### config.mk
export PLATFORM = sky130hd
export DESIGN_NAME = sha256_message_hasher_flat
export DESIGN_NICKNAME = d
export VERILOG_FILES = /design/src/rtl/sha_pkg.sv /design/src/rtl/sha_if.sv /design/src/rtl/sha256_message_hasher.sv /design/src/rtl/sha_ram.sv /design/src/flat_wrapper.sv
export SDC_FILE = /design/constraint.sdc
export NUM_CORES = 2
export LEC_CHECK = 0
export CAP_MARGIN = 0
export CORE_MARGIN = 5
export CORE_UTILIZATION = 50
export DETAILED_ROUTE_END_ITERATION = 8
export DONT_BUFFER_PORTS = 1
export HOLD_SLACK_MARGIN = 0.03
export PLACE_DENSITY_LB_ADDON = 0.08
export SETUP_SLACK_MARGIN = 0.02
export SLEW_MARGIN = 40
export SYNTH_ARGS = -nofsm -noshare
export SYNTH_HDL_FRONTEND = slang
export SYNTH_SLANG_ARGS = --single-unit
### constraint.sdc
create_clock -name clk -period 11.55 [get_ports clk]
set_input_delay 0.5775 -clock clk [delete_from_list [all_inputs] [get_ports clk]]
set_output_delay 0.5775 -clock clk [all_outputs]
set_load 0.1 [all_outputs]
### src/rtl/sha_pkg.sv
// ----------------------------------------------------------------------------
// sha_pkg
// Shared types, constants and a rotate function for the SHA-256 message hasher.
// ----------------------------------------------------------------------------
package sha_pkg;

    typedef logic [31:0] word_t;

    typedef enum logic [3:0] {
        ST_IDLE,
        ST_LOAD,
        ST_ROUND,
        ST_ADD,
        ST_PAD,
        ST_OUT
    } state_t;

    localparam word_t IV [8] = '{
        32'h6a09e667, 32'hbb67ae85, 32'h3c6ef372, 32'ha54ff53a,
        32'h510e527f, 32'h9b05688c, 32'h1f83d9ab, 32'h5be0cd19
    };

    localparam logic [7:0] PAD_BYTE = 8'h80;

    localparam word_t K [64] = '{
        32'h428a2f98, 32'h71374491, 32'hb5c0fbcf, 32'he9b5dba5, 32'h3956c25b, 32'h59f111f1,
        32'h923f82a4, 32'hab1c5ed5, 32'hd807aa98, 32'h12835b01, 32'h243185be, 32'h550c7dc3,
        32'h72be5d74, 32'h80deb1fe, 32'h9bdc06a7, 32'hc19bf174, 32'he49b69c1, 32'hefbe4786,
        32'h0fc19dc6, 32'h240ca1cc, 32'h2de92c6f, 32'h4a7484aa, 32'h5cb0a9dc, 32'h76f988da,
        32'h983e5152, 32'ha831c66d, 32'hb00327c8, 32'hbf597fc7, 32'hc6e00bf3, 32'hd5a79147,
        32'h06ca6351, 32'h14292967, 32'h27b70a85, 32'h2e1b2138, 32'h4d2c6dfc, 32'h53380d13,
        32'h650a7354, 32'h766a0abb, 32'h81c2c92e, 32'h92722c85, 32'ha2bfe8a1, 32'ha81a664b,
        32'hc24b8b70, 32'hc76c51a3, 32'hd192e819, 32'hd6990624, 32'hf40e3585, 32'h106aa070,
        32'h19a4c116, 32'h1e376c08, 32'h2748774c, 32'h34b0bcb5, 32'h391c0cb3, 32'h4ed8aa4a,
        32'h5b9cca4f, 32'h682e6ff3, 32'h748f82ee, 32'h78a5636f, 32'h84c87814, 32'h8cc70208,
        32'h90befffa, 32'ha4506ceb, 32'hbef9a3f7, 32'hc67178f2
    };

    function automatic word_t ror(input word_t x, input int n);
        begin
            ror = (x >> n) | (x << (32 - n));
        end
    endfunction

endpackage

### src/rtl/sha_if.sv
// ----------------------------------------------------------------------------
// sha_in_if / sha_out_if
// Valid/ready channels for message bytes and digest words.
// ----------------------------------------------------------------------------
interface sha_in_if;
    logic       valid;
    logic       ready;
    logic [7:0] message_byte;
    logic       byte_present;
    logic       final_item;
    modport source (output valid, message_byte, byte_present, final_item, input ready);
    modport sink (input valid, message_byte, byte_present, final_item, output ready);
endinterface

interface sha_out_if;
    logic        valid;
    logic        ready;
    logic [31:0] digest_word;
    logic [2:0]  word_number;
    logic        digest_done;
    modport source (output valid, digest_word, word_number, digest_done, input ready);
    modport sink (input valid, digest_word, word_number, digest_done, output ready);
endinterface

### src/rtl/sha256_message_hasher.sv
// ----------------------------------------------------------------------------
// sha256_message_hasher
// SHA-256 over a byte stream; eight digest words per message.
// ----------------------------------------------------------------------------
//  channel | dir | payload
//  msg     | in  | message_byte[8], byte_present, final_item
//  dig     | out | digest_word[32], word_number[3], digest_done
//
//  Bytes are taken only while the hasher is idle; the 64th byte of a block
//  starts a compression (load, rounds, add). The first 16 rounds take their
//  word from the schedule RAM; a scheduled round reads w-2, w-7, w-16 and writes w.
//  A final item adds padding, one or two compressions and the output of the
//  eight digest words. Reset is asynchronous; the chaining
//  value comes up as the initial hash. A stalled output holds the sequencer.
// ----------------------------------------------------------------------------
module sha256_message_hasher
    import sha_pkg::*;
(
    input  logic      clk,
    input  logic      rst_n,
    sha_in_if.sink    msg,
    sha_out_if.source dig
);
    state_t      state_reg, state_next;
    logic [60:0] count_reg;
    logic [5:0]  round_reg;
    logic [1:0]  phase_reg;
    logic [3:0]  widx_reg;
    logic [2:0]  hidx_reg;
    logic        last_reg;     // final item of the message taken
    logic        two_reg;      // a second pad block follows
    word_t       wbuf_reg;
    word_t       h_reg [8];
    word_t       v_reg [8];
    word_t       w15_reg, w2_reg, w7_reg;

    logic        we;
    logic [3:0]  waddr, raddr;
    word_t       wdata, rdata;

    sha_ram #(.WIDTH(32), .DEPTH(16)) u_sched (
        .clk(clk), .we(we), .waddr(waddr), .wdata(wdata), .raddr(raddr), .rdata(rdata)
    );

    logic        acc;
    logic [5:0]  pos;
    word_t       packed_w, s0, s1, wnew, t1, t2;
    logic [63:0] bits;

    assign acc      = msg.valid && msg.ready;
    assign msg.ready = (state_reg == ST_IDLE);
    assign pos      = count_reg[5:0];
    assign bits     = {count_reg, 3'b000};
    assign packed_w = (pos[1:0] == 2'd0) ? {msg.message_byte, 24'h0}
                    : wbuf_reg | (word_t'(msg.message_byte) << (8 * (3 - pos[1:0])));

    assign s0 = ror(w15_reg, 7) ^ ror(w15_reg, 18) ^ (w15_reg >> 3);
    assign s1 = ror(w2_reg, 17) ^ ror(w2_reg, 19) ^ (w2_reg >> 10);
    assign wnew = rdata + s0 + w7_reg + s1;
    assign t1 = v_reg[7] + (ror(v_reg[4], 6) ^ ror(v_reg[4], 11) ^ ror(v_reg[4], 25))
              + ((v_reg[4] & v_reg[5]) ^ (~v_reg[4] & v_reg[6])) + K[round_reg]
              + ((round_reg < 6'd16) ? rdata : wnew);
    assign t2 = (ror(v_reg[0], 2) ^ ror(v_reg[0], 13) ^ ror(v_reg[0], 22))
              + ((v_reg[0] & v_reg[1]) ^ (v_reg[0] & v_reg[2]) ^ (v_reg[1] & v_reg[2]));

    // RAM port control: rounds >= 16 read w-2, w-7, w-16 in phases 0..2 and
    // prefetch w-15 of the next round in phase 3
    always_comb
    begin
        we    = 1'b0;
        waddr = widx_reg;
        wdata = packed_w;
        raddr = round_reg[3:0];
        unique case (state_reg)
            ST_IDLE:
            begin
                we    = acc && msg.byte_present;
                waddr = pos[5:2];
            end
            ST_PAD:
            begin
                we    = 1'b1;
                waddr = widx_reg;
                if (widx_reg == 4'd14 && !two_reg)
                    wdata = bits[63:32];
                else if (widx_reg == 4'd15 && !two_reg)
                    wdata = bits[31:0];
                else
                    wdata = wbuf_reg;
            end
            ST_ROUND:
            begin
                if (round_reg >= 6'd16)
                begin
                    unique case (phase_reg)
                        2'd0: raddr = round_reg[3:0] - 4'd2;
                        2'd1: raddr = round_reg[3:0] - 4'd7;
                        2'd2: raddr = round_reg[3:0];
                        default: raddr = round_reg[3:0] + 4'd2;
                    endcase
                end
                else if (round_reg == 6'd15)
                    raddr = round_reg[3:0] + 4'd2;
                else
                    raddr = round_reg[3:0] + 4'd1;
                we    = (round_reg >= 6'd16) && (phase_reg == 2'd3);
                waddr = round_reg[3:0];
                wdata = wnew;
            end
            default:
            begin
                we = 1'b0;
            end
        endcase
    end

    // next state
    always_comb
    begin
        state_next = state_reg;
        unique case (state_reg)
            ST_IDLE:
                if (acc)
                begin
                    if (msg.byte_present && pos == 6'd63)
                        state_next = ST_LOAD;
                    else if (msg.final_item)
                        state_next = ST_PAD;
                end
            ST_LOAD:  state_next = ST_ROUND;
            ST_ROUND:
                if (phase_reg == 2'd3 && round_reg == 6'd63)
                    state_next = ST_ADD;
            ST_ADD:
                if (hidx_reg == 3'd7)
                    state_next = two_reg ? ST_PAD : (last_reg ? ST_OUT : ST_IDLE);
            ST_PAD:
                if (widx_reg == 4'd15)
                    state_next = ST_LOAD;
            ST_OUT:
                if (dig.ready && hidx_reg == 3'd7)
                    state_next = ST_IDLE;
            default:  state_next = ST_IDLE;
        endcase
    end

    always_comb
    begin
        dig.valid       = (state_reg == ST_OUT);
        dig.digest_word = h_reg[hidx_reg];
        dig.word_number = hidx_reg;
        dig.digest_done = (hidx_reg == 3'd7);
    end

    always_ff @(posedge clk or negedge rst_n)
    begin
        if (!rst_n)
        begin
            state_reg <= ST_IDLE;
            count_reg <= '0;
            round_reg <= '0;
            phase_reg <= '0;
            widx_reg  <= '0;
            hidx_reg  <= '0;
            last_reg  <= 1'b0;
            two_reg   <= 1'b0;
            wbuf_reg  <= '0;
            w15_reg   <= '0;
            w2_reg    <= '0;
            w7_reg    <= '0;
            v_reg     <= '{default: '0};
            h_reg     <= IV;
        end
        else
        begin
            state_reg <= state_next;
            unique case (state_reg)
                ST_IDLE:
                begin
                    if (acc)
                    begin
                        last_reg <= msg.final_item;
                        if (msg.byte_present)
                        begin
                            count_reg <= count_reg + 61'd1;
                            wbuf_reg  <= packed_w;
                        end
                        // pad begins right after the final byte
                        if (msg.final_item)
                        begin
                            logic [5:0] p;
                            p = msg.byte_present ? pos + 6'd1 : pos;
                            widx_reg <= p[5:2];
                            // a full block goes out first, then a pad-only block
                            two_reg  <= (p >= 6'd56) || (msg.byte_present && pos == 6'd63);
                            if (p[1:0] == 2'd0)
                                wbuf_reg <= {PAD_BYTE, 24'h0};
                            else if (msg.byte_present)
                                wbuf_reg <= packed_w | (word_t'(PAD_BYTE) << (8 * (3 - p[1:0])));
                            else
                                wbuf_reg <= wbuf_reg | (word_t'(PAD_BYTE) << (8 * (3 - p[1:0])));
                        end
                    end
                    round_reg <= '0;
                    phase_reg <= '0;
                    hidx_reg  <= '0;
                end
                ST_PAD:
                begin
                    wbuf_reg <= '0;
                    widx_reg <= widx_reg + 4'd1;
                    round_reg <= '0;
                    phase_reg <= '0;
                end
                ST_LOAD:
                begin
                    v_reg <= h_reg;
                end
                ST_ROUND:
                begin
                    if (round_reg < 6'd16 || phase_reg == 2'd3)
                    begin
                        v_reg[7] <= v_reg[6];
                        v_reg[6] <= v_reg[5];
                        v_reg[5] <= v_reg[4];
                        v_reg[4] <= v_reg[3] + t1;
                        v_reg[3] <= v_reg[2];
                        v_reg[2] <= v_reg[1];
                        v_reg[1] <= v_reg[0];
                        v_reg[0] <= t1 + t2;
                        // every round restarts at phase 0; the first scheduled round takes w-15 from round 15's read
                        if (round_reg < 6'd15)
                            phase_reg <= 2'd0;
                        else
                            phase_reg <= 2'd0;
                        round_reg <= round_reg + 6'd1;
                    end
                    else
                    begin
                        phase_reg <= phase_reg + 2'd1;
                    end
                    unique case (phase_reg)
                        2'd0: w15_reg <= rdata;
                        2'd1: w2_reg  <= rdata;
                        2'd2: w7_reg  <= rdata;
                        default: ;
                    endcase
                    hidx_reg <= '0;
                end
                ST_ADD:
                begin
                    h_reg[hidx_reg] <= h_reg[hidx_reg] + v_reg[hidx_reg];
                    hidx_reg <= hidx_reg + 3'd1;
                    if (hidx_reg == 3'd7)
                    begin
                        if (two_reg && last_reg)
                        begin
                            two_reg  <= 1'b0;
                            widx_reg <= '0;
                        end
                    end
                end
                ST_OUT:
                begin
                    if (dig.ready)
                    begin
                        hidx_reg <= hidx_reg + 3'd1;
                        if (hidx_reg == 3'd7)
                        begin
                            h_reg     <= IV;
                            count_reg <= '0;
                            last_reg  <= 1'b0;
                        end
                    end
                end
                default: ;
            endcase
        end
    end

`ifndef SYNTHESIS
    a_no_in_busy: assert property (@(posedge clk) disable iff (!rst_n)
        state_reg != ST_IDLE |-> !msg.ready) else $error("ready while busy");
    a_out_state: assert property (@(posedge clk) disable iff (!rst_n)
        dig.valid |-> last_reg) else $error("digest outside final");
    a_round_end: assert property (@(posedge clk) disable iff (!rst_n)
        state_reg == ST_ADD && $past(state_reg) == ST_ROUND |-> $past(round_reg) == 6'd63)
        else $error("compression cut short");
`endif
endmodule

### src/rtl/sha_ram.sv
// ----------------------------------------------------------------------------
// sha_ram
// Generic single-port-write, one-read RAM with registered read data.
// ----------------------------------------------------------------------------
module sha_ram #(
    parameter int WIDTH = 32,
    parameter int DEPTH = 16
) (
    input  logic                     clk,
    input  logic                     we,
    input  logic [$clog2(DEPTH)-1:0] waddr,
    input  logic [WIDTH-1:0]         wdata,
    input  logic [$clog2(DEPTH)-1:0] raddr,
    output logic [WIDTH-1:0]         rdata
);
    logic [WIDTH-1:0] mem [DEPTH];

    always_ff @(posedge clk)
    begin
        if (we)
        begin
            mem[waddr] <= wdata;
        end
        rdata <= mem[raddr];
    end
endmodule
### src/flat_wrapper.sv
// flat-port wrapper written by rule: the top's interface ports become plain ports
module sha256_message_hasher_flat import sha_pkg::*;
  (clk, rst_n, msg_valid, msg_message_byte, msg_byte_present, msg_final_item, msg_ready, dig_valid, dig_digest_word, dig_word_number, dig_digest_done, dig_ready);
  sha_in_if msg_i ();
  sha_out_if dig_i ();
  input  logic clk;
  input  logic rst_n;
  input wire logic [$bits(msg_i.valid)-1:0] msg_valid;
  input wire logic [$bits(msg_i.message_byte)-1:0] msg_message_byte;
  input wire logic [$bits(msg_i.byte_present)-1:0] msg_byte_present;
  input wire logic [$bits(msg_i.final_item)-1:0] msg_final_item;
  output wire logic [$bits(msg_i.ready)-1:0] msg_ready;
  output wire logic [$bits(dig_i.valid)-1:0] dig_valid;
  output wire logic [$bits(dig_i.digest_word)-1:0] dig_digest_word;
  output wire logic [$bits(dig_i.word_number)-1:0] dig_word_number;
  output wire logic [$bits(dig_i.digest_done)-1:0] dig_digest_done;
  input wire logic [$bits(dig_i.ready)-1:0] dig_ready;
  assign msg_i.valid = msg_valid;
  assign msg_i.message_byte = msg_message_byte;
  assign msg_i.byte_present = msg_byte_present;
  assign msg_i.final_item = msg_final_item;
  assign msg_ready = msg_i.ready;
  assign dig_valid = dig_i.valid;
  assign dig_digest_word = dig_i.digest_word;
  assign dig_word_number = dig_i.word_number;
  assign dig_digest_done = dig_i.digest_done;
  assign dig_i.ready = dig_ready;
  sha256_message_hasher u_core (.clk(clk), .rst_n(rst_n), .msg(msg_i), .dig(dig_i));
endmodule
==> impl_metrics.tcl <==
set metrics [dict create \
    outcome "complete, no violations" \
    syn_area_mm2 0.0730 \
    synth_cells 7349 \
    post-dp-hpwl_um 193000 \
    cp-end-kind "flop" \
    grt_pass1_wl_um 409000 \
    yosys_warnings 0 \
    crit_type "reg -> reg" \
    hold_path.class "in -> reg" \
    antenna_found_initial 15 \
    post-cts-setup-buffers 0 \
    drc 0 \
    min_from "msg_message_byte[1]" \
    clock-sinks 1265 \
    drive_gt1_share_pct 11.4 \
    place_area_mm2 0.0759 \
    final_cell_mix "nand2_1, dfrtp_1, nor2_1" \
    crit_start "u_core.w15_reg[20]" \
    worstMarginPinSlew_ns 1.15 \
    start_kind "flop" \
    totalWireLength_um 284000 \
    largest_reg_flops 512 \
    grt_overflow_total 0 \
    yosys_most_used_dff "dfrtp_1" \
    rsz0062_at_grt "no" \
    grt_pass1_vias 57002 \
    synth_top_area_share_pct 21.1 \
    vias 60188 \
    fin_tns_setup_ns 0 \
    design_area_mm2 0.0809 \
    htreeDepth 4 \
    drt_iter0_drc 6902 \
    timing_max_transition_violations_final 0 \
    min_period_ns 10.55 \
    syn_area_per_cell_um2 9.94 \
    vias_per_cell 6.50 \
    fin_cells 9253 \
    wl_per_cell_um 30.7 \
    clockBufferDepth 3 \
    ios 52 \
    portBuffers 0 \
    clk_latency_ns 0.80 \
    crit_path_max_fanout 5 \
    place_inst 8968 \
    synthDistinctLibCells 102 \
    firstDrtPassIters 7 \
    fp.dieW_um 392 \
    cts_hold_buf 6 \
    slowest_stage "xnor2_1" \
    die_y_um 392 \
    setup_viol 0 \
    critical_path_required_ns 12.25 \
    cp.arrival_ns 11.24 \
    fp-row-count 140 \
    synthTopCellsByArea "edfxtp_1, dfrtp_1, nand2_1" \
    grt_max_degree 722 \
    post_cts_resized 0 \
    drv_cap 0 \
    dieArea_mm2 0.154 \
    fin_worst_skew_ns 0.0426 \
    max_slew_margin_pct 23.5 \
    cts_tree "yes" \
    syn-num-nets 7735 \
    fin_crit_sh_pct 91.3 \
    clk_pin_slew_worst_paths_ns 0.06 \
    worst_r2r_startpoint "u_core.w15_reg[20]" \
    cts_buffers 144 \
    slowest_delay_ns 0.56 \
    max_freq_mhz 94.8 \
    detail-route-antenna-nets 0 \
    gp_congestion 1.00 \
    async_flop_share_pct 57.0 \
    layout.nets 7597 \
    area_growth_pct 10.8 \
    synth_edf_count 512 \
    yosys.area.top_type "edfxtp_1" \
    core-area_mm2 0.145 \
    crit_path_frequent_cell "nand2_1" \
    start_util_pct 50.2 \
    synth_seq_area_share_pct 46.9 \
    final_hold_viol_count 0 \
    grt_usage_pct 36.5 \
    synth-seq-cells 1265 \
    cts_root_buffer "clkbuf_16" \
    layout_commonest_cell "nand2_1" \
]
[through the flow]
step                worst slack [ns]  hold slack [ns]  util, %
finish                          1.00           0.0791     55.7
global route                   0.345           0.0440     55.7
CTS                             1.23           -0.552     55.5
detailed placement              1.30            0.300     52.2
global placement                1.25            0.307     52.0
floorplan                       2.59            0.282        -
[layout make-up]
cell class	instances	area [um2]
timing repair buffer	231	2170
inverter	327	1230
antenna	2	5.00
fill	12791	64400
tap	1917	2400
multi-input combinational	5242	36200
clock inverter	50	588
sequential	1265	34200
clock buffer	219	4160
[cell usage after synthesis, drive strengths merged (184+ instances only)]
| cell type | number |
|---|---|
| a211oi | 201 |
| a21oi | 415 |
| a22oi | 265 |
| a31oi | 312 |
| clkbuf | 432 |
| dfrtp | 585 |
| edfxtp | 512 |
| fa | 188 |
| ha | 184 |
| inv | 323 |
| nand2 | 1065 |
| nor2 | 567 |
| o21ai | 284 |
| xnor2 | 307 |
[critical path: cells and delay by family, from the launching register on]
| kind | cells | cell delay (ns) |
|---|---|---|
| buffers and inverters | 7 | 0.57 |
| adder cells (fa/ha/maj) | 9 | 3.94 |
| flip-flops | 1 | 0.44 |
| AO/OA/AOI/OAI | 13 | 2.36 |
| AND/OR/NAND/NOR | 13 | 1.55 |
| XOR/XNOR | 6 | 1.58 |
[layer usage]
layer	wire, um	global-route usage, %	part of all wire (%)
met5	45	0	0.016
met4	13500	14.9	4.8
met1	121000	52.1	43
met3	27700	8.65	9.7
met2	122000	53.7	43
[logic make-up after synthesis]
group,share of synthesized area [%]
flops,46.9
buf+inv,4.41
fa+ha+maj,8.57
simple gates,12.9
xor+xnor,5.38
compound gates,19.5
mux,2.33
[worst paths after layout]
kind | end | slack (ns) | cells past startpoint
max in group asynchronous | u_core.v_reg[61] | 9.17 | 4
setup / recovery | u_core.v_reg[255] | 1.00 | 48
min in group asynchronous | u_core.v_reg[46] | 0.76 | 2
hold / removal | u_core.wbuf_reg[25] | 0.08 | 2
hold reg to reg | u_core.h_reg[99] | 0.47 | 2
setup reg to reg | u_core.v_reg[255] | 1.00 | 48
Power is not shown: default switching activity piles up to over one toggle a cycle in this logic, so the estimate is an artifact.
